`src/rtl/bdb_ram.sv`:
```
// Generic single-write, single-read RAM with registered read data.
`default_nettype none
module bdb_ram #(
    parameter int WIDTH = 32,
    parameter int DEPTH = 64
) (
    input  wire logic                     clk,
    input  wire logic                     we,
    input  wire logic [$clog2(DEPTH)-1:0] waddr,
    input  wire logic [WIDTH-1:0]         wdata,
    input  wire logic [$clog2(DEPTH)-1:0] raddr,
    output logic      [WIDTH-1:0]         rdata
);
    logic [WIDTH-1:0] mem [DEPTH];
    logic [WIDTH-1:0] rdata_reg;

    always_ff @(posedge clk) begin
        if (we) begin
            mem[waddr] <= wdata;
        end
        rdata_reg <= mem[raddr];
    end

    assign rdata = rdata_reg;
endmodule
`default_nettype wire

```
`config.mk`:
```
export PLATFORM = sky130hd
export DESIGN_NAME = bdb_ram
export DESIGN_NICKNAME = d
export VERILOG_FILES = /design/src/rtl/bdb_ram.sv
export SDC_FILE = /design/constraint.sdc
export NUM_CORES = 2
export LEC_CHECK = 0
export BUFFER_PORTS_ARGS = -buffer_cell sky130_fd_sc_hd__buf_2
export CAP_MARGIN = 30
export CORE_UTILIZATION = 34
export DETAILED_ROUTE_END_ITERATION = 10
export PLACE_DENSITY = 0.54
export SLEW_MARGIN = 20
export SYNTH_ARGS = -nofsm -noshare
export SYNTH_HDL_FRONTEND = slang
export SYNTH_SLANG_ARGS = --single-unit
export TNS_END_PERCENT = 30
```
`constraint.sdc`:
```
create_clock -name clk -period 5 [get_ports clk]
set_input_delay 1 -clock clk [delete_from_list [all_inputs] [get_ports clk]]
set_output_delay 1 -clock clk [all_outputs]
set_load 0.02 [all_outputs]
```
-- Word-level counts from Yosys, hierarchy flattened
Memory sizes are Yosys's and may differ from the RTL's. A register that Yosys moved wholly into a read port is not among the register bits.
Index checks and enable logic that the tools add are counted.
- register bits: 0
- memory bits (writable): 2048
- input bits: 46
- output and inout port bits: 32
- word-level logic and storage cells: 3
- memories: 1
- mux-type cells: 2
- memories (memory ; depth ; width ; read ports ; clocked after Yosys merged registers in ; write ports ; RTL line ; source):
    mem ; 64 ; 32 ; 1 ; 1 ; 1 ; 14 ; logic [WIDTH-1:0] mem [DEPTH];
- operator list (cell ; count):
    $mux 1 ; 2

-- Depth between registers and ports, before layout
- depth after elaboration: 2
- mapped depth: 10
- gate-level depth less buffers: 5

-- Worst setup path before layout
OpenSTA, ideal clock, no wires.
- path kind: input to register
- from: input port waddr[3]
- to: memory mem[48][0], enable pin
- setup time: 0.461 ns
- data arrival time: 3.699 ns
- required time: 4.539 ns
- setup slack: 0.840 ns
- stages on the path: 4
- buffers on the path: 1
- path through: clkbuf_1 -> nor2b_1 -> nand4b_1 -> nor3_1
- RTL lines (what ; RTL line ; source):
    start, declared ; 9 ; input wire logic [$clog2(DEPTH)-1:0] waddr,
    end, declared ; 14 ;
Straight into the memory's write port.

==> metrics <==
status=finished, final reports clean; Crit-path slowest cell=mux4_2; Cell Chain, Critical Path=buf_8 -> buf_12 -> buf_12 -> buf_4 -> mux4_2 -> mux4_2 -> o22ai_1 -> nor2_1; first-pass GRT wire length=300000 um; Hold WC Path Type=primary input to flip-flop; final core occ=0.400; htree depth=4; hold path endpoint=mem[43][2]$_DFFE_PP_; core area=0.230 mm2; Pwr Density=408 mW/mm2; post-CTS sizing=0; crit start category=primary input; Die H=483 um; #FFs+latches synth=2080; Post-route DRC=0; Reg-to-Reg Start=mem[51][11]$_DFFE_PP_; hold-fix buffers at CTS=0; Largest register FFs=2048; TritonCTS Buffers=212; Crit path buffers/inverters=4; Vias/cell=5.39; Cell variety after synth=34; vias in the first global route=37970; RSZ-0062 raised after global routing=no; CP peak stage delay=0.52 ns; setup tns final=0 ns; Tightest Pin Transition=0.957 ns; reg2reg setup slack=2.66 ns; number of max-cap violations=0; CP Max Fanout=34; worst vdd ir=0.000350 V; design area=0.0918 mm2; Syn Std Cell Area=0.0785 mm2; Worst-path clk slew=0.06 ns; Root Buffer=clkbuf_16; Hold Crit Start=wdata[2]; Rows=176; Design Power=37.4 mW; layout cells sized above 1=0.318; vias=37022; CTS Buffer Depth=3; largest net degree at the start of global routing=65; total gr overflow=0; initial core utilization=0.342; CTS tree=yes; postcts setup bufs=0; Pleak=28.5 nW; Final ANT Viol Nets=0; maximum clock frequency=0.302 GHz; drt pass-1 iters=7; Cells after Synth=3324; DP Area=0.0846 mm2; DP Wirelength=124000 um; CP top delay family=buffers and inverters; Slew Viols, Final=0; synthesized net count=3370; area grow syn2layout=16.9%; hold slack=0.491 ns; Final Wtd Congestion=0.766; final wirelength=215000 um; endpoints failing setup=0; mean post-synth cell area=23.6 um2; Fin. Hold Viols=0; drt wl/cell=31.3 um; CP Data Arrival Time=3.98 ns; Seq/Total Area, Yosys=0.791; Setup Skew=0.0386 ns; hold path depth=1; # port buffers=77; Critical Path RT=5.67 ns; All-Layer GR Usage=0.185; Initial DRC Count=4428; Synth Warn #=0; fin crit period=3.31 ns; final net count=3693; initial antenna violation count=16; die width=483 um; Crit Path Category=primary input to flip-flop; Final Cycle Share=0.662; DIE AREA=0.233 mm2; CP Depth=8; # IOs=78; Reg2Reg Depth=5; clk sinks=2080; reg2reg end=rdata[11]$_DFF_P_; Worst-Skew Late Latency=0.86 ns; max_slew headroom=0.362; Critical Path Sink Type=flip-flop
worst max-delay path by stage:
stage,startpoint,end
global placement,raddr[0],rdata[21]$_DFF_P_
finish,raddr[0],rdata[30]$_DFF_P_
floorplan,waddr[3],mem[48][0]$_DFFE_PP_
global route,raddr[0],rdata[21]$_DFF_P_
CTS,raddr[0],rdata[21]$_DFF_P_
detailed placement,raddr[0],rdata[21]$_DFF_P_
kinds of logic after synthesis:
logic type,after synthesis,synth area share
buffers and inverters,182,0.0113
flip-flops,2080,0.791
AO/OA/AOI/OAI,202,0.0167
AND/OR/NAND/NOR,223,0.0127
multiplexers,637,0.168
power breakdown:
part	internal, mW	total (mW)	switching, mW
Combinational	0.706	1.88	1.17
Sequential	19.3	19.4	0.0856
Clock	9.39	16.2	6.78
Total	29.4	37.4	8.04
stage by stage:
stage | std cells | setup slack [ns]
3_5_place_dp | 6456 | 0.730
4_1_cts | 6853 | 1.64
5_1_grt | 6861 | 1.64
3_3_place_gp | 6440 | 0.720
2_1_floorplan | 3324 | 0.840
6_report | 6867 | 1.69
layout by cell type (no fill, tap or decap), types with 8 or more instances in the layout:
cell | synthesis | final
mux2i_1 | 93 | 93
dfxtp_1 | 32 | 32
clkbuf_16 | 0 | 214
nor2_1 | 137 | 75
nor2_4 | 0 | 62
clkinv_2 | 0 | 41
a22oi_1 | 12 | 12
mux4_2 | 544 | 544
nor2b_1 | 15 | 15
o22ai_1 | 84 | 84
clkbuf_8 | 0 | 8
clkinv_1 | 0 | 43
diode_2 | 0 | 11
edfxtp_1 | 2048 | 2048
a311oi_1 | 8 | 8
o221ai_1 | 27 | 27
buf_2 | 57 | 72
nand2_1 | 26 | 26
clkbuf_1 | 74 | 41
buf_12 | 0 | 52
a21oi_1 | 62 | 62
buf_4 | 25 | 158
bufinv_16 | 0 | 27
cell usage after synthesis:
library cell     n  share of area
edfxtp_1      2048           0.78
mux4_2         544           0.16
nor2_1         137         0.0065
mux2i_1         93          0.012
o22ai_1         84         0.0067
clkbuf_1        74         0.0035
a21oi_1         62         0.0040
buf_2           57         0.0036
dfxtp_1         32         0.0082
o221ai_1        27         0.0030
nand2_1         26         0.0012
buf_4           25         0.0024
buf_1           21         0.0010
nor2b_1         15         0.0012
a22oi_1         12         0.0011
a311oi_1         8        0.00089
nand2b_1         8        0.00064
nor3_1           7        0.00045
buf_6            5        0.00072
nand3_1          5        0.00032
nand3b_1         5        0.00048
a41o_1           4        0.00051
and3_1           4        0.00032
o32ai_1          4        0.00045
or3_1            3        0.00024
or3b_2           3        0.00033
and2_1           2        0.00016
nand4_1          2        0.00016
or3b_1           2        0.00022
a31oi_1          1       0.000080
nand4b_1         1        0.00011
or2_0            1       0.000080
or2_1            1       0.000080
or2_2            1       0.000080
layer usage:
metal | share of wire | global-route usage | vias up
met5 | 0.00033 | 0 | -
met4 | 0.024 | 0.0488 | 12
met3 | 0.070 | 0.0339 | 279
met2 | 0.48 | 0.299 | 1324
met1 | 0.42 | 0.258 | 20442
li1 | - | - | 14965
cell type report:
type                            instances  area, um2
Fill cell                           20143     138000
Clock buffer                          263       5620
Timing Repair Buffer                  291       2770
Antenna cell                           11       27.5
Tap cell                             3026       3790
Clock inverter                        134       1500
Sequential cell                      2080      62100
Multi-Input combinational cell       1062      16000
worst reg2reg max path, cell delays in order (launching register included):
cell and delay [ns]:
edfxtp_1 0.36, mux4_2 0.46, o22ai_1 0.39, nor2_1 0.25, a21oi_1 0.63, nor2_1 0.09
(Power assumes the default switching activity.)
